[src/rtl/hrhe_pkg.sv]
// ----------------------------------------------------------------------------
// hrhe_pkg
// Shared types, character constants, marker tables and result codes for the
// HTTP response header extractor.
// ----------------------------------------------------------------------------
package hrhe_pkg;

   // Characters with a meaning of their own in the header text
   localparam logic [7:0] CHAR_SPACE = 8'h20;
   localparam logic [7:0] CHAR_CR    = 8'h0D;
   localparam logic [7:0] CHAR_LF    = 8'h0A;
   localparam logic [7:0] CHAR_SEMI  = 8'h3B;
   localparam logic [7:0] CHAR_COMMA = 8'h2C;
   localparam logic [7:0] CHAR_NUL   = 8'h00;
   localparam logic [7:0] CHAR_ZERO  = 8'h30;
   localparam logic [7:0] CHAR_NINE  = 8'h39;
   localparam logic [7:0] CHAR_H     = 8'h48;
   localparam logic [7:0] CHAR_C     = 8'h43;

   // Last position of each marker
   localparam logic [1:0] HTTP_LAST_POS   = 2'd3;
   localparam logic [3:0] LENGTH_LAST_POS = 4'd15;
   localparam logic [3:0] TYPE_LAST_POS   = 4'd13;

   // Reset value of the accepted status code
   localparam logic [15:0] ACCEPTED_CODE_RESET = 16'd200;

   // Result kinds
   localparam logic RESULT_KIND_TYPE_CHAR = 1'b0;
   localparam logic RESULT_KIND_SUMMARY   = 1'b1;

   // Parse status codes of the summary
   localparam logic [1:0] PARSE_STATUS_ACCEPTED       = 2'd0;
   localparam logic [1:0] PARSE_STATUS_NO_STATUS_LINE = 2'd1;
   localparam logic [1:0] PARSE_STATUS_NOT_ACCEPTED   = 2'd2;

   // Fixed-width part of one result transaction; the length follows it
   typedef struct packed {
      logic        result_kind;
      logic [7:0]  type_char;
      logic [1:0]  parse_status;
      logic [15:0] response_code;
      logic        length_present;
      logic        type_present;
      logic        last_result;
   } result_head_type;

   localparam int HEAD_BITS = $bits(result_head_type);

   // Results raised by one header byte
   typedef struct packed {
      logic char_valid;
      logic summary_valid;
   } push_type;

   // "HTTP"
   function automatic logic [7:0] http_pattern(input logic [1:0] pos);
      logic [7:0] c;
      case (pos)
         2'd0:    c = "H";
         2'd1:    c = "T";
         2'd2:    c = "T";
         default: c = "P";
      endcase
      return c;
   endfunction

   // "Content-Length: "
   function automatic logic [7:0] length_pattern(input logic [3:0] pos);
      logic [7:0] c;
      case (pos)
         4'd0:    c = "C";
         4'd1:    c = "o";
         4'd2:    c = "n";
         4'd3:    c = "t";
         4'd4:    c = "e";
         4'd5:    c = "n";
         4'd6:    c = "t";
         4'd7:    c = "-";
         4'd8:    c = "L";
         4'd9:    c = "e";
         4'd10:   c = "n";
         4'd11:   c = "g";
         4'd12:   c = "t";
         4'd13:   c = "h";
         4'd14:   c = ":";
         default: c = " ";
      endcase
      return c;
   endfunction

   // "Content-Type: "
   function automatic logic [7:0] type_pattern(input logic [3:0] pos);
      logic [7:0] c;
      case (pos)
         4'd0:    c = "C";
         4'd1:    c = "o";
         4'd2:    c = "n";
         4'd3:    c = "t";
         4'd4:    c = "e";
         4'd5:    c = "n";
         4'd6:    c = "t";
         4'd7:    c = "-";
         4'd8:    c = "T";
         4'd9:    c = "y";
         4'd10:   c = "p";
         4'd11:   c = "e";
         4'd12:   c = ":";
         4'd13:   c = " ";
         default: c = 8'h00;
      endcase
      return c;
   endfunction

endpackage

[src/rtl/hrhe_if.sv]
// ----------------------------------------------------------------------------
// hrhe_if
// Valid/ready channels of the HTTP response header extractor: header bytes
// in, content type characters and summaries out.
// ----------------------------------------------------------------------------
interface hrhe_req_if;
   logic       valid;
   logic       ready;
   logic [7:0] data_byte;
   logic       end_of_text;

   modport source (output valid, output data_byte, output end_of_text, input ready);
   modport sink   (input valid, input data_byte, input end_of_text, output ready);
endinterface

interface hrhe_rsp_if #(
   parameter int LENGTH_BITS = 48
);
   logic                   valid;
   logic                   ready;
   logic                   result_kind;
   logic [7:0]             type_char;
   logic [1:0]             parse_status;
   logic [15:0]            response_code;
   logic [LENGTH_BITS-1:0] content_length;
   logic                   length_present;
   logic                   type_present;
   logic                   last_result;

   modport source (
      output valid, output result_kind, output type_char, output parse_status,
      output response_code, output content_length, output length_present,
      output type_present, output last_result, input ready
   );
   modport sink (
      input valid, input result_kind, input type_char, input parse_status,
      input response_code, input content_length, input length_present,
      input type_present, input last_result, output ready
   );
endinterface

[src/rtl/http_response_header_extractor_unit.sv]
// ----------------------------------------------------------------------------
// http_response_header_extractor_unit
// Reads HTTP response header text one byte per transaction. It finds the
// status line whose code equals the accepted code (csr_write_data, reset
// 200), emits each Content-Type value character as a result, and on the byte
// marked end_of_text emits a summary with status, code, Content-Length and
// presence flags, then starts afresh. One byte is accepted every cycle while
// the queue has room for two results; a byte yields zero, one or two results
// (two only for a final byte that also carries a content type character).
// Results pass the input register, then a four-entry queue, and the result
// side delivers one per cycle from the queue while the receiver is ready.
// ----------------------------------------------------------------------------
module http_response_header_extractor_unit #(
   parameter int LENGTH_BITS = 48
) (
   input  logic        clock,
   input  logic        reset,
   input  logic        csr_write_enable,
   input  logic [15:0] csr_write_data,
   hrhe_req_if.sink    req_chan,
   hrhe_rsp_if.source  rsp_chan
);

   localparam int QueueDepth = 4;
   localparam int EntryBits  = hrhe_pkg::HEAD_BITS + LENGTH_BITS;

   logic [15:0]               accepted_code_ff;
   logic                      in_valid_ff, in_valid_in;
   logic [7:0]                in_byte_ff;
   logic                      in_last_ff;
   logic                      req_fire;
   logic                      advance;
   logic                      room_for_two;
   logic                      queue_not_empty;
   hrhe_pkg::push_type        push;
   logic [EntryBits-1:0]      char_entry;
   logic [EntryBits-1:0]      summary_entry;
   logic [EntryBits-1:0]      head_data;
   hrhe_pkg::result_head_type head;

   // Hold the accepted status code
   always_ff @(posedge clock) begin
      if (reset) begin
         accepted_code_ff <= hrhe_pkg::ACCEPTED_CODE_RESET;
      end else if (csr_write_enable) begin
         accepted_code_ff <= csr_write_data;
      end
   end

   // Input register: take a byte when it is empty or the held one moves on
   assign advance        = in_valid_ff && room_for_two;
   assign req_chan.ready = !in_valid_ff || advance;
   assign req_fire       = req_chan.valid && req_chan.ready;
   assign in_valid_in    = req_fire || (in_valid_ff && !advance);

   always_ff @(posedge clock) begin
      if (reset) begin
         in_valid_ff <= 1'b0;
      end else begin
         in_valid_ff <= in_valid_in;
      end
   end

   always_ff @(posedge clock) begin
      if (req_fire) begin
         in_byte_ff <= req_chan.data_byte;
         in_last_ff <= req_chan.end_of_text;
      end
   end

   hrhe_parser #(
      .LENGTH_BITS (LENGTH_BITS)
   ) u_parser (
      .clock         (clock),
      .reset         (reset),
      .step          (advance),
      .data_byte     (in_byte_ff),
      .end_of_text   (in_last_ff),
      .accepted_code (accepted_code_ff),
      .push          (push),
      .char_entry    (char_entry),
      .summary_entry (summary_entry)
   );

   hrhe_result_queue #(
      .DATA_BITS (EntryBits),
      .DEPTH     (QueueDepth)
   ) u_queue (
      .clock        (clock),
      .reset        (reset),
      .push_a       (push.char_valid),
      .data_a       (char_entry),
      .push_b       (push.summary_valid),
      .data_b       (summary_entry),
      .pop          (rsp_chan.ready),
      .head_data    (head_data),
      .not_empty    (queue_not_empty),
      .room_for_two (room_for_two)
   );

   // Unpack the queue head onto the result channel
   assign head                    = hrhe_pkg::result_head_type'(head_data[EntryBits-1:LENGTH_BITS]);
   assign rsp_chan.valid          = queue_not_empty;
   assign rsp_chan.result_kind    = head.result_kind;
   assign rsp_chan.type_char      = head.type_char;
   assign rsp_chan.parse_status   = head.parse_status;
   assign rsp_chan.response_code  = head.response_code;
   assign rsp_chan.content_length = head_data[LENGTH_BITS-1:0];
   assign rsp_chan.length_present = head.length_present;
   assign rsp_chan.type_present   = head.type_present;
   assign rsp_chan.last_result    = head.last_result;

   // Content type characters only come from an accepted response
   assert property (@(posedge clock) disable iff (reset)
      (rsp_chan.valid && (rsp_chan.result_kind == hrhe_pkg::RESULT_KIND_TYPE_CHAR))
      |-> ((rsp_chan.parse_status == hrhe_pkg::PARSE_STATUS_ACCEPTED) && !rsp_chan.last_result))
      else $error("content type character carries summary fields");

   // A summary without a status line reports no code and no fields
   assert property (@(posedge clock) disable iff (reset)
      (rsp_chan.valid && (rsp_chan.result_kind == hrhe_pkg::RESULT_KIND_SUMMARY)
       && (rsp_chan.parse_status == hrhe_pkg::PARSE_STATUS_NO_STATUS_LINE))
      |-> ((rsp_chan.response_code == 16'd0) && !rsp_chan.length_present
           && !rsp_chan.type_present))
      else $error("summary without status line reports fields");

   // A byte that cannot move on stays in the input register
   assert property (@(posedge clock) disable iff (reset)
      (in_valid_ff && !advance) |=> (in_valid_ff && $stable(in_byte_ff) && $stable(in_last_ff)))
      else $error("held header byte lost");

   // The input side stalls only behind a held byte
   assert property (@(posedge clock) disable iff (reset)
      !req_chan.ready |-> (in_valid_ff && !room_for_two))
      else $error("input stalled without cause");

endmodule

[src/rtl/hrhe_parser.sv]
// ----------------------------------------------------------------------------
// hrhe_parser
// Byte-wise parser state: status line search, status code, Content-Length
// value and Content-Type value. Raises up to two results per byte.
// ----------------------------------------------------------------------------
module hrhe_parser #(
   parameter int LENGTH_BITS = 48
) (
   input  logic                                     clock,
   input  logic                                     reset,
   input  logic                                     step,
   input  logic [7:0]                               data_byte,
   input  logic                                     end_of_text,
   input  logic [15:0]                              accepted_code,
   output hrhe_pkg::push_type                       push,
   output logic [hrhe_pkg::HEAD_BITS+LENGTH_BITS-1:0] char_entry,
   output logic [hrhe_pkg::HEAD_BITS+LENGTH_BITS-1:0] summary_entry
);

   typedef enum logic [1:0] {
      PH_FIND_HTTP,
      PH_FIND_SPACE,
      PH_READ_CODE,
      PH_ACCEPTED
   } phase_type;

   typedef enum logic [1:0] {
      SUB_SEARCH,
      SUB_ACTIVE,
      SUB_DONE
   } sub_type;

   phase_type              phase_ff, phase_in;
   logic [1:0]             http_pos_ff, http_pos_in;
   logic                   status_seen_ff, status_seen_in;
   logic [15:0]            code_ff, code_in;
   logic [3:0]             len_pos_ff, len_pos_in;
   logic [LENGTH_BITS-1:0] len_acc_ff, len_acc_in;
   sub_type                len_phase_ff, len_phase_in;
   logic [3:0]             type_pos_ff, type_pos_in;
   sub_type                type_phase_ff, type_phase_in;

   logic                   is_digit;
   logic [7:0]             digit_diff;
   logic [3:0]             digit;
   logic [19:0]            code_wide;
   logic [15:0]            code_step;
   logic [LENGTH_BITS+3:0] len_wide;
   logic [LENGTH_BITS-1:0] len_step;
   logic [1:0]             http_restart;
   logic                   feed_fields;
   logic                   type_end;
   logic                   char_fire;
   logic                   summary_ok;
   hrhe_pkg::result_head_type char_head, summary_head;
   logic [LENGTH_BITS-1:0] summary_length;

   // Decode the byte as a decimal digit
   assign is_digit   = (data_byte >= hrhe_pkg::CHAR_ZERO) && (data_byte <= hrhe_pkg::CHAR_NINE);
   assign digit_diff = data_byte - hrhe_pkg::CHAR_ZERO;
   assign digit      = digit_diff[3:0];

   // Status code times ten plus digit, saturating at 16 bits
   assign code_wide = ({4'b0, code_ff} << 3) + ({4'b0, code_ff} << 1) + {16'b0, digit};
   assign code_step = (|code_wide[19:16]) ? 16'hFFFF : code_wide[15:0];

   // Content length times ten plus digit, saturating at the length width
   assign len_wide = ({4'b0, len_acc_ff} << 3) + ({4'b0, len_acc_ff} << 1)
                   + {{LENGTH_BITS{1'b0}}, digit};
   assign len_step = (|len_wide[LENGTH_BITS+3:LENGTH_BITS]) ? {LENGTH_BITS{1'b1}}
                                                             : len_wide[LENGTH_BITS-1:0];

   // Restart the marker search on a mismatch; no marker has a proper border
   assign http_restart = (data_byte == hrhe_pkg::CHAR_H) ? 2'd1 : 2'd0;

   assign type_end = (data_byte == hrhe_pkg::CHAR_CR) || (data_byte == hrhe_pkg::CHAR_LF)
                  || (data_byte == hrhe_pkg::CHAR_SEMI) || (data_byte == hrhe_pkg::CHAR_COMMA)
                  || (data_byte == hrhe_pkg::CHAR_NUL);

   // Status line tracking
   always_comb begin
      phase_in       = phase_ff;
      http_pos_in    = http_pos_ff;
      status_seen_in = status_seen_ff;
      code_in        = code_ff;
      feed_fields    = 1'b0;
      unique case (phase_ff)
         PH_FIND_HTTP: begin
            if (data_byte == hrhe_pkg::http_pattern(http_pos_ff)) begin
               if (http_pos_ff == hrhe_pkg::HTTP_LAST_POS) begin
                  http_pos_in = 2'd0;
                  phase_in    = PH_FIND_SPACE;
               end else begin
                  http_pos_in = http_pos_ff + 2'd1;
               end
            end else begin
               http_pos_in = http_restart;
            end
         end
         PH_FIND_SPACE: begin
            if (data_byte == hrhe_pkg::CHAR_SPACE) begin
               status_seen_in = 1'b1;
               code_in        = 16'd0;
               phase_in       = PH_READ_CODE;
            end
         end
         PH_READ_CODE: begin
            if (is_digit) begin
               code_in = code_step;
            end else if (code_ff == accepted_code) begin
               phase_in    = PH_ACCEPTED;
               feed_fields = 1'b1;
            end else begin
               phase_in    = PH_FIND_HTTP;
               http_pos_in = http_restart;
            end
         end
         PH_ACCEPTED: begin
            feed_fields = 1'b1;
         end
      endcase
   end

   // Field matchers of the accepted response
   always_comb begin
      len_pos_in    = len_pos_ff;
      len_acc_in    = len_acc_ff;
      len_phase_in  = len_phase_ff;
      type_pos_in   = type_pos_ff;
      type_phase_in = type_phase_ff;
      char_fire     = 1'b0;
      if (feed_fields) begin
         if (len_phase_ff == SUB_SEARCH) begin
            if (data_byte == hrhe_pkg::length_pattern(len_pos_ff)) begin
               len_pos_in = len_pos_ff + 4'd1;
               if (len_pos_ff == hrhe_pkg::LENGTH_LAST_POS) begin
                  len_phase_in = SUB_ACTIVE;
                  len_acc_in   = '0;
               end
            end else begin
               len_pos_in = (data_byte == hrhe_pkg::CHAR_C) ? 4'd1 : 4'd0;
            end
         end else if (len_phase_ff == SUB_ACTIVE) begin
            if (is_digit) begin
               len_acc_in = len_step;
            end else begin
               len_phase_in = SUB_DONE;
            end
         end

         if (type_phase_ff == SUB_SEARCH) begin
            if (data_byte == hrhe_pkg::type_pattern(type_pos_ff)) begin
               type_pos_in = type_pos_ff + 4'd1;
               if (type_pos_ff == hrhe_pkg::TYPE_LAST_POS) begin
                  type_phase_in = SUB_ACTIVE;
               end
            end else begin
               type_pos_in = (data_byte == hrhe_pkg::CHAR_C) ? 4'd1 : 4'd0;
            end
         end else if (type_phase_ff == SUB_ACTIVE) begin
            if (type_end) begin
               type_phase_in = SUB_DONE;
            end else begin
               char_fire = 1'b1;
            end
         end
      end
   end

   // Build the content type character result
   always_comb begin
      char_head                = '0;
      char_head.result_kind    = hrhe_pkg::RESULT_KIND_TYPE_CHAR;
      char_head.type_char      = data_byte;
      char_entry               = {char_head, {LENGTH_BITS{1'b0}}};
   end

   // Build the summary from the state after this byte
   always_comb begin
      summary_ok = (phase_in == PH_ACCEPTED)
                || ((phase_in == PH_READ_CODE) && (code_in == accepted_code));
      summary_head               = '0;
      summary_head.result_kind   = hrhe_pkg::RESULT_KIND_SUMMARY;
      summary_head.last_result   = 1'b1;
      summary_head.response_code = status_seen_in ? code_in : 16'd0;
      summary_length             = '0;
      if (summary_ok) begin
         summary_head.parse_status = hrhe_pkg::PARSE_STATUS_ACCEPTED;
         if ((phase_in == PH_ACCEPTED) && (len_phase_in != SUB_SEARCH)) begin
            summary_head.length_present = 1'b1;
            summary_length              = len_acc_in;
         end
         summary_head.type_present = (phase_in == PH_ACCEPTED) && (type_phase_in != SUB_SEARCH);
      end else if (status_seen_in) begin
         summary_head.parse_status = hrhe_pkg::PARSE_STATUS_NOT_ACCEPTED;
      end else begin
         summary_head.parse_status = hrhe_pkg::PARSE_STATUS_NO_STATUS_LINE;
      end
      summary_entry = {summary_head, summary_length};
   end

   assign push.char_valid    = step && char_fire;
   assign push.summary_valid = step && end_of_text;

   // Hold state; advance on each byte and clear after the summary
   always_ff @(posedge clock) begin
      if (reset || (step && end_of_text)) begin
         phase_ff       <= PH_FIND_HTTP;
         http_pos_ff    <= 2'd0;
         status_seen_ff <= 1'b0;
         code_ff        <= 16'd0;
         len_pos_ff     <= 4'd0;
         len_acc_ff     <= '0;
         len_phase_ff   <= SUB_SEARCH;
         type_pos_ff    <= 4'd0;
         type_phase_ff  <= SUB_SEARCH;
      end else if (step) begin
         phase_ff       <= phase_in;
         http_pos_ff    <= http_pos_in;
         status_seen_ff <= status_seen_in;
         code_ff        <= code_in;
         len_pos_ff     <= len_pos_in;
         len_acc_ff     <= len_acc_in;
         len_phase_ff   <= len_phase_in;
         type_pos_ff    <= type_pos_in;
         type_phase_ff  <= type_phase_in;
      end
   end

endmodule

[src/rtl/hrhe_result_queue.sv]
// ----------------------------------------------------------------------------
// hrhe_result_queue
// Small result queue: takes up to two transactions per cycle, in order, and
// hands out one per cycle while pop is high.
// ----------------------------------------------------------------------------
module hrhe_result_queue #(
   parameter int DATA_BITS = 8,
   parameter int DEPTH     = 4
) (
   input  logic                 clock,
   input  logic                 reset,
   input  logic                 push_a,
   input  logic [DATA_BITS-1:0] data_a,
   input  logic                 push_b,
   input  logic [DATA_BITS-1:0] data_b,
   input  logic                 pop,
   output logic [DATA_BITS-1:0] head_data,
   output logic                 not_empty,
   output logic                 room_for_two
);

   localparam int PtrBits   = $clog2(DEPTH);
   localparam int CountBits = $clog2(DEPTH + 1);

   logic [DATA_BITS-1:0] entries_ff [DEPTH];
   logic [PtrBits-1:0]   wr_ptr_ff, wr_ptr_in;
   logic [PtrBits-1:0]   rd_ptr_ff, rd_ptr_in;
   logic [CountBits-1:0] count_ff, count_in;
   logic [PtrBits-1:0]   wr_ptr_b;
   logic                 pop_ok;

   assign not_empty    = (count_ff != '0);
   assign room_for_two = (count_ff <= CountBits'(DEPTH - 2));
   assign head_data    = entries_ff[rd_ptr_ff];
   assign pop_ok       = pop && not_empty;
   assign wr_ptr_b     = push_a ? (wr_ptr_ff + PtrBits'(1)) : wr_ptr_ff;

   // Advance pointers and fill count
   always_comb begin
      wr_ptr_in = wr_ptr_ff + PtrBits'(push_a) + PtrBits'(push_b);
      rd_ptr_in = rd_ptr_ff + PtrBits'(pop_ok);
      count_in  = count_ff + CountBits'(push_a) + CountBits'(push_b) - CountBits'(pop_ok);
   end

   always_ff @(posedge clock) begin
      if (reset) begin
         wr_ptr_ff <= '0;
         rd_ptr_ff <= '0;
         count_ff  <= '0;
      end else begin
         wr_ptr_ff <= wr_ptr_in;
         rd_ptr_ff <= rd_ptr_in;
         count_ff  <= count_in;
      end
   end

   // Write storage; the character goes ahead of the summary
   always_ff @(posedge clock) begin
      if (push_a) begin
         entries_ff[wr_ptr_ff] <= data_a;
      end
      if (push_b) begin
         entries_ff[wr_ptr_b] <= data_b;
      end
   end

endmodule

[src/flat_wrapper.sv]
// flat-port wrapper written by rule: the top's interface ports become plain ports
module http_response_header_extractor_unit_flat 
#(
   parameter int LENGTH_BITS = 48
)
  (clock, reset, csr_write_enable, csr_write_data, req_chan_valid, req_chan_data_byte, req_chan_end_of_text, req_chan_ready, rsp_chan_valid, rsp_chan_result_kind, rsp_chan_type_char, rsp_chan_parse_status, rsp_chan_response_code, rsp_chan_content_length, rsp_chan_length_present, rsp_chan_type_present, rsp_chan_last_result, rsp_chan_ready);
  hrhe_req_if req_chan_i ();
  hrhe_rsp_if #(.LENGTH_BITS(LENGTH_BITS)) rsp_chan_i ();
  input  logic clock;
  input  logic reset;
  input  logic csr_write_enable;
  input  logic [15:0] csr_write_data;
  input wire logic [$bits(req_chan_i.valid)-1:0] req_chan_valid;
  input wire logic [$bits(req_chan_i.data_byte)-1:0] req_chan_data_byte;
  input wire logic [$bits(req_chan_i.end_of_text)-1:0] req_chan_end_of_text;
  output wire logic [$bits(req_chan_i.ready)-1:0] req_chan_ready;
  output wire logic [$bits(rsp_chan_i.valid)-1:0] rsp_chan_valid;
  output wire logic [$bits(rsp_chan_i.result_kind)-1:0] rsp_chan_result_kind;
  output wire logic [$bits(rsp_chan_i.type_char)-1:0] rsp_chan_type_char;
  output wire logic [$bits(rsp_chan_i.parse_status)-1:0] rsp_chan_parse_status;
  output wire logic [$bits(rsp_chan_i.response_code)-1:0] rsp_chan_response_code;
  output wire logic [$bits(rsp_chan_i.content_length)-1:0] rsp_chan_content_length;
  output wire logic [$bits(rsp_chan_i.length_present)-1:0] rsp_chan_length_present;
  output wire logic [$bits(rsp_chan_i.type_present)-1:0] rsp_chan_type_present;
  output wire logic [$bits(rsp_chan_i.last_result)-1:0] rsp_chan_last_result;
  input wire logic [$bits(rsp_chan_i.ready)-1:0] rsp_chan_ready;
  assign req_chan_i.valid = req_chan_valid;
  assign req_chan_i.data_byte = req_chan_data_byte;
  assign req_chan_i.end_of_text = req_chan_end_of_text;
  assign req_chan_ready = req_chan_i.ready;
  assign rsp_chan_valid = rsp_chan_i.valid;
  assign rsp_chan_result_kind = rsp_chan_i.result_kind;
  assign rsp_chan_type_char = rsp_chan_i.type_char;
  assign rsp_chan_parse_status = rsp_chan_i.parse_status;
  assign rsp_chan_response_code = rsp_chan_i.response_code;
  assign rsp_chan_content_length = rsp_chan_i.content_length;
  assign rsp_chan_length_present = rsp_chan_i.length_present;
  assign rsp_chan_type_present = rsp_chan_i.type_present;
  assign rsp_chan_last_result = rsp_chan_i.last_result;
  assign rsp_chan_i.ready = rsp_chan_ready;
  http_response_header_extractor_unit #(.LENGTH_BITS(LENGTH_BITS)) u_core (.clock(clock), .reset(reset), .csr_write_enable(csr_write_enable), .csr_write_data(csr_write_data), .req_chan(req_chan_i), .rsp_chan(rsp_chan_i));
endmodule
[config.mk]
export PLATFORM = sky130hd
export DESIGN_NAME = http_response_header_extractor_unit_flat
export DESIGN_NICKNAME = d
export VERILOG_FILES = /design/src/rtl/hrhe_pkg.sv /design/src/rtl/hrhe_if.sv /design/src/rtl/http_response_header_extractor_unit.sv /design/src/rtl/hrhe_parser.sv /design/src/rtl/hrhe_result_queue.sv /design/src/flat_wrapper.sv
export SDC_FILE = /design/constraint.sdc
export NUM_CORES = 1
export LEC_CHECK = 0
export BUFFER_PORTS_ARGS = -buffer_cell sky130_fd_sc_hd__buf_2
export CAP_MARGIN = 20
export CORE_MARGIN = 5
export CORE_UTILIZATION = 60
export DETAILED_ROUTE_END_ITERATION = 10
export HOLD_SLACK_MARGIN = 0.1
export PLACE_DENSITY = 0.78
export SETUP_SLACK_MARGIN = 0.1
export SLEW_MARGIN = 20
export SYNTH_ARGS = -nofsm -noshare
export SYNTH_HDL_FRONTEND = slang
export SYNTH_HIERARCHICAL = 1
export SYNTH_SLANG_ARGS = --single-unit
[constraint.sdc]
create_clock -name clock -period 10.2 [get_ports clock]
set_clock_uncertainty 0.15 [all_clocks]
set_input_delay 1.02 -clock clock [delete_from_list [all_inputs] [get_ports clock]]
set_output_delay 1.02 -clock clock [all_outputs]
set_load 0.1 [all_outputs]
-- Word level (Yosys, flattened, before mapping)
Memory sizes are Yosys's and may differ from the RTL's. A register that Yosys moved wholly into a read port is not among the register bits.
Index checks and enable logic that the tools add are counted.
- reductions and logical operators: 35
- equality and inequality tests: 26
- add/sub/neg operators: 15
- multiplexer cells: 70
- magnitude comparators: 3
- operators with widths (cell ; number):
    2-to-1 mux 48 bit ; 9
    2-to-1 mux 16 bit ; 4
    adder 51 x 49 -> 52 bit ; 1
    adder 52 x 4 -> 52 bit ; 1
    2-to-1 mux 2 bit ; 26
    2-to-1 mux 8 bit ; 5
    equality test 16 bit ; 2
    one-hot mux 16 bit (2 select lines) ; 1
    equality test 8 x 6 -> 1 bit (second input constant) ; 3
    equality test 8 bit ; 3
    2-to-1 mux 4 bit ; 6
    adder 19 x 17 -> 20 bit ; 1
    adder 20 x 4 -> 20 bit ; 1
    equality test 8 x 4 -> 1 bit (second input constant) ; 2
    equality test 8 x 7 -> 1 bit (second input constant) ; 2
    2-to-1 mux 1 bit ; 15
    equality test 2 bit (second input constant) ; 6
    logical AND 1 bit ; 10
    one-hot mux 5 bit (2 select lines) ; 1
    adder 4 x 1 -> 4 bit (second input constant) ; 2
    equality test 2 x 1 -> 1 bit (second input constant) ; 4
    equality test 4 bit (second input constant) ; 2
    >= comparator 8 x 6 -> 1 bit (second input constant) ; 1
    <= comparator 8 x 6 -> 1 bit (second input constant) ; 1
    20 further kinds ; 40
- bits in read-only memories: 224
- RAM bits: 312
- output and inout port bits: 80
- word-level logic and storage cells: 168
- register bits: 114
- memories kept: 3
- input port bits: 30
- memory list (name ; words ; width ; rd ports ; clocked after memory_dff ; write ports ; line ; text):
    u_core.u_queue.entries_ff ; 4 ; 78 ; 1 ; 1 ; 2 ; hrhe_result_queue.sv:25 ; logic [DATA_BITS-1:0] entries_ff [DEPTH];
    (name not given) ; 16 ; 7 ; 1 ; 1 ; 0 ; hrhe_pkg.sv:71 ; case (pos)
    (name not given) ; 16 ; 7 ; 1 ; 1 ; 0 ; hrhe_pkg.sv:95 ; case (pos)

-- Longest topological paths before layout
Gate-level depths: netlist of the first run.
- word-level depth: 13
- depth in mapped cells: 16
- depth with buffers taken out: 15

-- Hierarchy
Netlist of the first run, hierarchy kept.
- modules (own cells, without submodules) (module ; seq. area each (µm²) ; instances ; cells each ; area an instance (µm²)):
    hrhe_result_queue ; 9509.1 ; 1 ; 810 ; 15514.9
    hrhe_parser ; 1901.8 ; 1 ; 1729 ; 12585.8
    http_response_header_extractor_unit ; 610.6 ; 1 ; 67 ; 903.4

-- Least setup slack after synthesis of the first run
Ideal clock, no wire load.
- path type: register to register
- start point: register u_core.u_parser.code_ff[7]
- end point: memory u_core/u_queue/entries_ff[1][0] in the netlist's numbering (enable)
- data required time: 9268 ps
- period minus slack after synthesis: 5416 ps
- arrival: 4484 ps
- path buffers: 5
- library setup time: 782 ps
- cell stages (with the launch flop): 16
- path slack: 4784 ps
- cell sequence: dfxtp_1 clkbuf_1 xnor2_1 nand4_1 nor4_2 a31oi_1 nor2_1 clkbuf_1 nand2_1 nor3_1 buf_4 inv_1 a41oi_4 buf_6 buf_6 nand2_1
- RTL lines (item ; line ; text):
    start, declared ; hrhe_parser.sv:36 ; logic [15:0] code_ff, code_in;
    start signal, assigned ; hrhe_parser.sv:221 ; code_ff <= code_in;
    end, declared ; hrhe_result_queue.sv:25 ;

==> impl_metrics.yaml, run 1 <==
global_route:
  antenna_found_initial: 5
  grtUsageMet1: 0.419
  grt_max_degree: 59
  met3_usage: 0.0640
  grt_use_total: 0.301
  top_usage_layer: "met2"
  grt_util_met2: 0.476
  grt_pass1_vias: 21800
  overflow: 0
  grt_pass1_wl_mm: 127
floorplanning:
  ios: 110
  dieHeight_microns: 230
  dieArea_sq_mm: 0.0528
  core_sq_mm: 0.0477
  die_width_microns: 230
  start_util: 0.607
  row_count: 80
clocking:
  cts_max_level: 2
  cts_made_buffers: 47
  insertion_delay_ns: 0.60
  hold_buffers: 0
  numClockSinks: 440
  cts_setup_buffers: 0
  cts_buffer_depth: 3
  cts-resized-gates: 0
  clk_pin_slew_ns: 0.06
  root_buffer: "clkbuf_16"
  tritoncts: "yes"
power_and_ir_drop:
  cellLeakagePower_nw: 11.4
  switchingPower_mw: 2.19
  total_power_mw: 5.68
  switching_share: 0.385
  ir_drop_mv: 0.138
  p_int_mw: 3.50
  seq_power_share: 0.368
  combPwrFrac: 0.321
  power_density_mw_per_mm2: 183
  pwr-share-clk: 0.311
timing:
  slew-limit-headroom: 0.231
  fmaxAchievable_ghz: 0.162
  maxSlewViolCount: 0
  worstMarginPinSlew_ns: 1.15
  hold_viol_final: 0
  final-setup-viol-count: 0
  rsz0062_at_grt: "false"
  fin_setup_tns_ns: 0
  fin_crit_sh: 0.605
  period_needed_ns: 6.17
critical_path:
  cp.arrival_ns: 6.47
  max_stage_delay_ns: 0.99
  worstSetupPathType: "reg -> reg"
  path_delay_family: "compound AO/OA/AOI/OAI gates"
  crit_path_end_kind: "flip-flop"
  crit_slowest_cell: "o21ai_0"
  path_max_fanout: 19
  crit_chain: "o21ai_1, nand2_1, o21ai_0, o32ai_1, a21oi_1, nand2_1, nor2_2, nand2_1, o21ai_0, mux2_2"
  critPathRequiredTime_ns: 10.50
  critPathBufInv: 0
  reg2reg_slack_ns: 4.03
  worstSetupStartpointType: "flip-flop"
  cpMostUsedCell: "nand2_1"
synthesis:
  synth.top_cell.area_share: 0.332
  synthArstFlopShare: 0
  synth_ff_type: "edfxtp_1"
  yosysTopAreaCell: "edfxtp_1"
  netlist_instances: 2606
  synth-edff-count: 321
  netlist_area_sq_mm: 0.0290
  yosysUniqueCellTypes: 97
  ys_seq_area_frac: 0.414
  synth_seq_cells: 440
  synth_warnings: 6
  synth_area_leaders: "edfxtp_1 (33%), mux2_2 (11%), dfxtp_1 (8.2%), ha_1 (6.6%), mux4_2 (6.1%)"
  synth.avg_cell_area_sq_um: 11.1
route:
  vias_per_cell: 6.76
  drtIter0Drc: 2837
  num_vias: 22300
  ant_nets: 0
  wl_mm: 82.1
  drc: 0
  firstDrtPassIters: 7
  avgRoutedWirePerCell_microns: 25.0
layout:
  drive_above_1_share: 0.235
  areaGrowthSynthToFinish_pct: 7.33
  stdcell_count: 3291
  nNetsFinal: 2829
  utilization: 0.652
  diodes: 0
placement:
  port_buffers: 109
  place_inst: 3203
  gp_congestion: 0.960
  dp_hpwl_mm: 55.2
run_status:
  status: "completed"
flow_run:
  drv_cap: 0
hold_path:
  hold_path.class: "reg -> reg"
metrics by stage:
step | area [sq um] | hold WS (ns) | setup slack [ns]
after global routing | 31100 | 0.363 | 3.83
after global placement | 29500 | 0.298 | 4.21
after floorplan | 29300 | 0.287 | 4.78
after detailed placement | 29500 | 0.312 | 4.11
final | 31100 | 0.322 | 4.03
after CTS | 31100 | 0.326 | 4.10
worst reg2reg max path, cell delays in order (launching register included):
cell	delay [ns]
edfxtp_1	0.69
o21ai_1	0.56
nand2_1	0.65
o21ai_0	0.37
o32ai_1	0.11
a21oi_1	0.51
nand2_1	0.25
nor2_2	0.82
nand2_1	0.62
o21ai_0	0.99
mux2_2	0.31
cells in the final DEF, fill, tap and decap left out, types with 13 or more instances in the layout:
master and count:
a211oi_1 31, a21o_1 28, a21oi_1 168, a22o_1 21
a31oi_1 30, and2_1 21, and3_1 22, buf_2 109
buf_4 28, clkbuf_1 15, clkbuf_16 48, conb_1 80
dfxtp_1 117, edfxtp_1 321, ha_1 154, inv_1 61
mux2_1 21, mux2_2 292, mux2i_1 28, mux4_2 78
nand2_1 172, nand2b_1 14, nand3_1 48, nand4_1 25
nor2_1 183, nor3_1 39, nor4_1 17, o211ai_1 19
o21ai_0 83, o21ai_1 15, o21bai_1 14, o311ai_1 13
o31ai_1 13, xnor2_1 51, xor2_1 42
area by class of cell:
cell class / count / area, sq um
Clock buffer: 64 / 1270
Clock inverter: 23 / 312
Fill cell: 3483 / 16600
Inverter: 62 / 233
Multi-Input combinational cell: 1949 / 15700
Sequential cell: 440 / 12000
Tap cell: 615 / 769
Timing Repair Buffer: 138 / 783
logic make-up (layout without fill, tap and decap cells):
kind of cell,count (synthesis),count (layout),synth area share
AO/OA/AOI/OAI,588,588,0.138
adder cells (fa/ha/maj),161,161,0.0713
multiplexers,420,420,0.192
buffers and inverters,295,287,0.0559
flip-flops,440,440,0.414
other,2,80,0.000259
XOR/XNOR,93,93,0.0281
AND/OR/NAND/NOR,607,607,0.0997
power groups by stage:
stage	Combinational, mW	Clock, mW	Sequential (mW)
global placement	1.76	0	2.15
CTS	1.78	1.78	2.12
floorplan	1.59	0	2.06
finish	1.82	1.77	2.09
global route	1.89	1.87	2.10
detailed placement	1.77	0	2.15
flip-flops by register name, summed over array words and instances (netlist names), 3 cells and up, named ones only:
name and flops:
u_core/u_queue/entries_ff 312, u_core/u_parser/len_acc_ff 48, u_core/accepted_code_ff 16, u_core/u_parser/code_ff 16, u_core/in_byte_ff 8, u_core/u_parser/len_pos_ff 4
u_core/u_parser/type_pos_ff 4, u_core/u_queue/count_ff 3
worst paths after layout:
path,start,to,depth (start not counted)
hold / removal,u_core/u_parser/status_seen_ff$_SDFFE_PP0P_,u_core/u_parser/status_seen_ff$_SDFFE_PP0P_,2
hold reg to reg,u_core/u_parser/status_seen_ff$_SDFFE_PP0P_,u_core/u_parser/status_seen_ff$_SDFFE_PP0P_,2
setup / recovery,u_core/in_byte_ff[2]$_DFFE_PP_,u_core/u_queue/entries_ff[1][33]$_DFFE_PP_,10
setup reg to reg,u_core/in_byte_ff[2]$_DFFE_PP_,u_core/u_queue/entries_ff[1][33]$_DFFE_PP_,10
per-layer routing:
metal	up-vias	wire length, microns
met3	231	8550
met5	-	57
met2	1284	37200
met1	10800	33400
li1	9887	-
met4	8	2870
cells in the mapped netlist, types with 10 or more instances:
cell / instances
a31oi_1: 31
and3_1: 22
xor2_1: 42
a21oi_1: 168
or3_1: 11
nor4_1: 17
a22oi_1: 11
xnor2_1: 51
o21ai_0: 84
mux4_2: 78
o21ai_1: 14
mux2_2: 292
ha_1: 154
nand2_1: 174
a211oi_1: 31
o211ai_1: 19
dfxtp_1: 119
nand2b_1: 14
nor3_1: 41
a2111oi_0: 10
o21bai_1: 14
mux2i_1: 28
o31ai_1: 13
nand3_1: 48
clkbuf_1: 65
buf_4: 104
nor2b_1: 11
edfxtp_1: 321
buf_2: 48
mux2_1: 21
nand4_1: 25
a22o_1: 21
a21o_1: 30
o311ai_1: 13
nor2_1: 184
inv_1: 61
and2_1: 22
a211o_1: 11
(Power assumes the default switching activity.)
==> inputs of run 2 (changes only) <==
--- a/config.mk
+++ b/config.mk
@@ -8,10 +8,10 @@
 export BUFFER_PORTS_ARGS = -buffer_cell sky130_fd_sc_hd__buf_2
 export CAP_MARGIN = 20
 export CORE_MARGIN = 5
-export CORE_UTILIZATION = 60
+export CORE_UTILIZATION = 57
 export DETAILED_ROUTE_END_ITERATION = 10
 export HOLD_SLACK_MARGIN = 0.1
-export PLACE_DENSITY = 0.78
+export PLACE_DENSITY = 0.77
 export SETUP_SLACK_MARGIN = 0.1
 export SLEW_MARGIN = 20
 export SYNTH_ARGS = -nofsm -noshare
==> constraint.sdc (replaced) <==
create_clock -name clock -period 5.55 [get_ports clock]
set_clock_uncertainty 0.15 [all_clocks]
set_input_delay 0.555 -clock clock [delete_from_list [all_inputs] [get_ports clock]]
set_output_delay 0.555 -clock clock [all_outputs]
set_load 0.1 [all_outputs]
==> run 2 against run 1 <==
Net effect:
- setup slack worse by 3.7 ns
- via count is 0.23% higher
- worst hold slack worse by 0.0071 ns
- die area rose by 5.0%
- global-route usage shrank 1.2 points
- clock-buffer cell count fell by 6
- sequential power is 85% higher
- fmax grew 18%
- sequential cell count did not move
- critical path type unchanged
- critical endpoint is now u_core/u_queue/entries_ff[1][43]$_DFFE_PP_
==> impl_metrics.yaml, run 2 (synthesis gave the netlist of run 1 again) <==
timing:
  fin_ws_ns: 0.300
  fmaxAchievable_ghz: 0.190
  period_needed_ns: 5.25
  final-setup-viol-count: 0
  fin_setup_tns_ns: 0
  worstMarginPinSlew_ns: 1.02
  rsz0062_at_grt: "false"
  slew-limit-headroom: 0.322
  maxSlewViolCount: 0
  fin_crit_sh: 0.946
  hold_viol_final: 0
route:
  drtIter0Drc: 2575
  wl_mm: 83.1
  drc: 0
  num_vias: 22300
  vias_per_cell: 6.52
  avgRoutedWirePerCell_microns: 24.3
  firstDrtPassIters: 6
  ant_nets: 0
layout:
  drive_above_1_share: 0.246
  design_area_sq_mm: 0.0318
  stdcell_count: 3422
  reg_top3: "u_core/u_queue/entries_ff (312), u_core/u_parser/len_acc_ff (48)"
  largest-register: "u_core/u_queue/entries_ff"
  nNetsFinal: 2903
  largest_register_ffs: 312
  layout_commonest_cell: "edfxtp_1"
  areaGrowthSynthToFinish_pct: 9.52
  mostFrequentLayoutCells: "edfxtp_1 (321), mux2_2 (292), nor2_1 (184)"
global_route:
  grt_max_degree: 79
  antenna_found_initial: 5
  grt_use_total: 0.289
  overflow: 0
  grt_pass1_vias: 21900
  grt_pass1_wl_mm: 128
power_and_ir_drop:
  pwr-share-clk: 0.292
  combPwrFrac: 0.330
  seq_power_share: 0.378
  switchingPower_mw: 3.98
  ir_drop_mv: 0.256
  power_density_mw_per_mm2: 321
  cellLeakagePower_nw: 11.7
  p_int_mw: 6.22
  switching_share: 0.390
hold_path:
  hold_path.class: "in -> reg"
floorplanning:
  core_sq_mm: 0.0503
  dieHeight_microns: 236
  start_util: 0.577
  dieArea_sq_mm: 0.0555
  die_width_microns: 236
  ios: 110
  row_count: 82
placement:
  place_inst: 3307
  gp_congestion: 0.973
  post_dp_cell_area_sq_mm: 0.0300
  dp_hpwl_mm: 58.4
  place_ws_ns: 0.293
  port_buffers: 109
critical_path:
  crit_path_end_kind: "flip-flop"
  path_max_fanout: 37
  worstSetupStartpointType: "flip-flop"
  crit_chain: "buf_4, fa_1, fa_1, a21o_1, a221oi_2, o21ai_1, o21ai_1, and2_1, o211ai_2, mux2i_2, nand2_2, buf_4, nor2_1, o41ai_1, mux2_2"
  critPathRequiredTime_ns: 5.85
  cp.arrival_ns: 5.55
  worstSetupPathType: "reg -> reg"
  max_stage_delay_ns: 0.83
  crit_slowest_cell: "o41ai_1"
clocking:
  cts_buffer_depth: 3
  tritoncts: "yes"
  cts_made_buffers: 46
  root_buffer: "clkbuf_16"
  insertion_delay_ns: 0.59
  numClockSinks: 440
  clk_pin_slew_ns: 0.06
  cts_max_level: 2
flow_run:
  drv_cap: 0
run_status:
  status: "completed"
[run 2: changes by cell type in the layout (fill, tap and decap cells not counted), moves of 2 or more]
cell,change
buf_12,+9
clkbuf_16,-2
clkinvlp_4,+2
bufinv_16,-4
buf_4,+40
diode_2,+2
clkinv_1,+2
clkbuf_1,-5
clkinv_2,+3
dlygate4sd3_1,+26
[run 2: per-layer routing]
| metal | global-route usage | share of wire |
|---|---|---|
| met4 | 0.0609 | 0.019 |
| met5 | 0 | 0.00042 |
| met1 | 0.426 | 0.42 |
| met3 | 0.0558 | 0.10 |
| met2 | 0.451 | 0.45 |
[run 2: critical path, delay by kind of cell, from the launching register on]
kind                       cells  cell delay [ns]
AOI/OAI and AO/OA              6             2.02
adders and majority gates      2             1.02
buffers and inverters          2             0.50
DFF                            1             0.38
muxes                          2             0.54
and+or+nand+nor                3             0.47
[run 2: per-stage QoR]
stage          hold WS, ns  utilization  total power, mW
2_1_floorplan        0.287            -             6.69
3_3_place_gp         0.298        0.597             7.23
3_5_place_dp         0.311        0.598             7.26
4_1_cts              0.295        0.631             10.2
5_1_grt              0.313        0.632             10.5
6_report             0.314        0.632             10.2
[run 2: timing repair]
action	in CTS	in global routing
hold buffers	26	0
endpoints found under the hold margin	26	0
setup endpoints to repair	0	28
gates resized for setup	0	1
setup buffers	0	3
[run 2: area by class of cell]
| cell class | count | area [sq um] |
|---|---|---|
| diodes | 2 | 5.00 |
| clock buffers | 58 | 1220 |
| clock inverters | 26 | 215 |
| fillers | 3876 | 18500 |
| inverters | 62 | 233 |
| multi-input cells | 1949 | 15700 |
| flip-flops and latches | 440 | 12000 |
| well taps | 672 | 841 |
| repair buffers | 213 | 1510 |
[run 2: final timing paths]
kind	start	to	slack, ns	depth (start not counted)
worst max-delay path	u_core/in_byte_ff[3]$_DFFE_PP_	u_core/u_queue/entries_ff[1][43]$_DFFE_PP_	0.30	15
worst min-delay path	rsp_chan_ready	u_core/u_queue/rd_ptr_ff[0]$_SDFF_PP0_	0.31	4
worst max register to register	u_core/in_byte_ff[3]$_DFFE_PP_	u_core/u_queue/entries_ff[1][43]$_DFFE_PP_	0.30	15
worst min register to register	u_core/u_parser/status_seen_ff$_SDFFE_PP0P_	u_core/u_parser/status_seen_ff$_SDFFE_PP0P_	0.33	2
[run 2: power groups by stage]
| stage | registers [mW] | logic, mW | clock network (mW) |
|---|---|---|---|
| after CTS | 3.87 | 3.35 | 3.00 |
| after global placement | 3.93 | 3.30 | 0 |
| after global routing | 3.88 | 3.48 | 3.14 |
| after detailed placement | 3.94 | 3.33 | 0 |
| final | 3.86 | 3.37 | 2.97 |
| after floorplan | 3.78 | 2.91 | 0 |
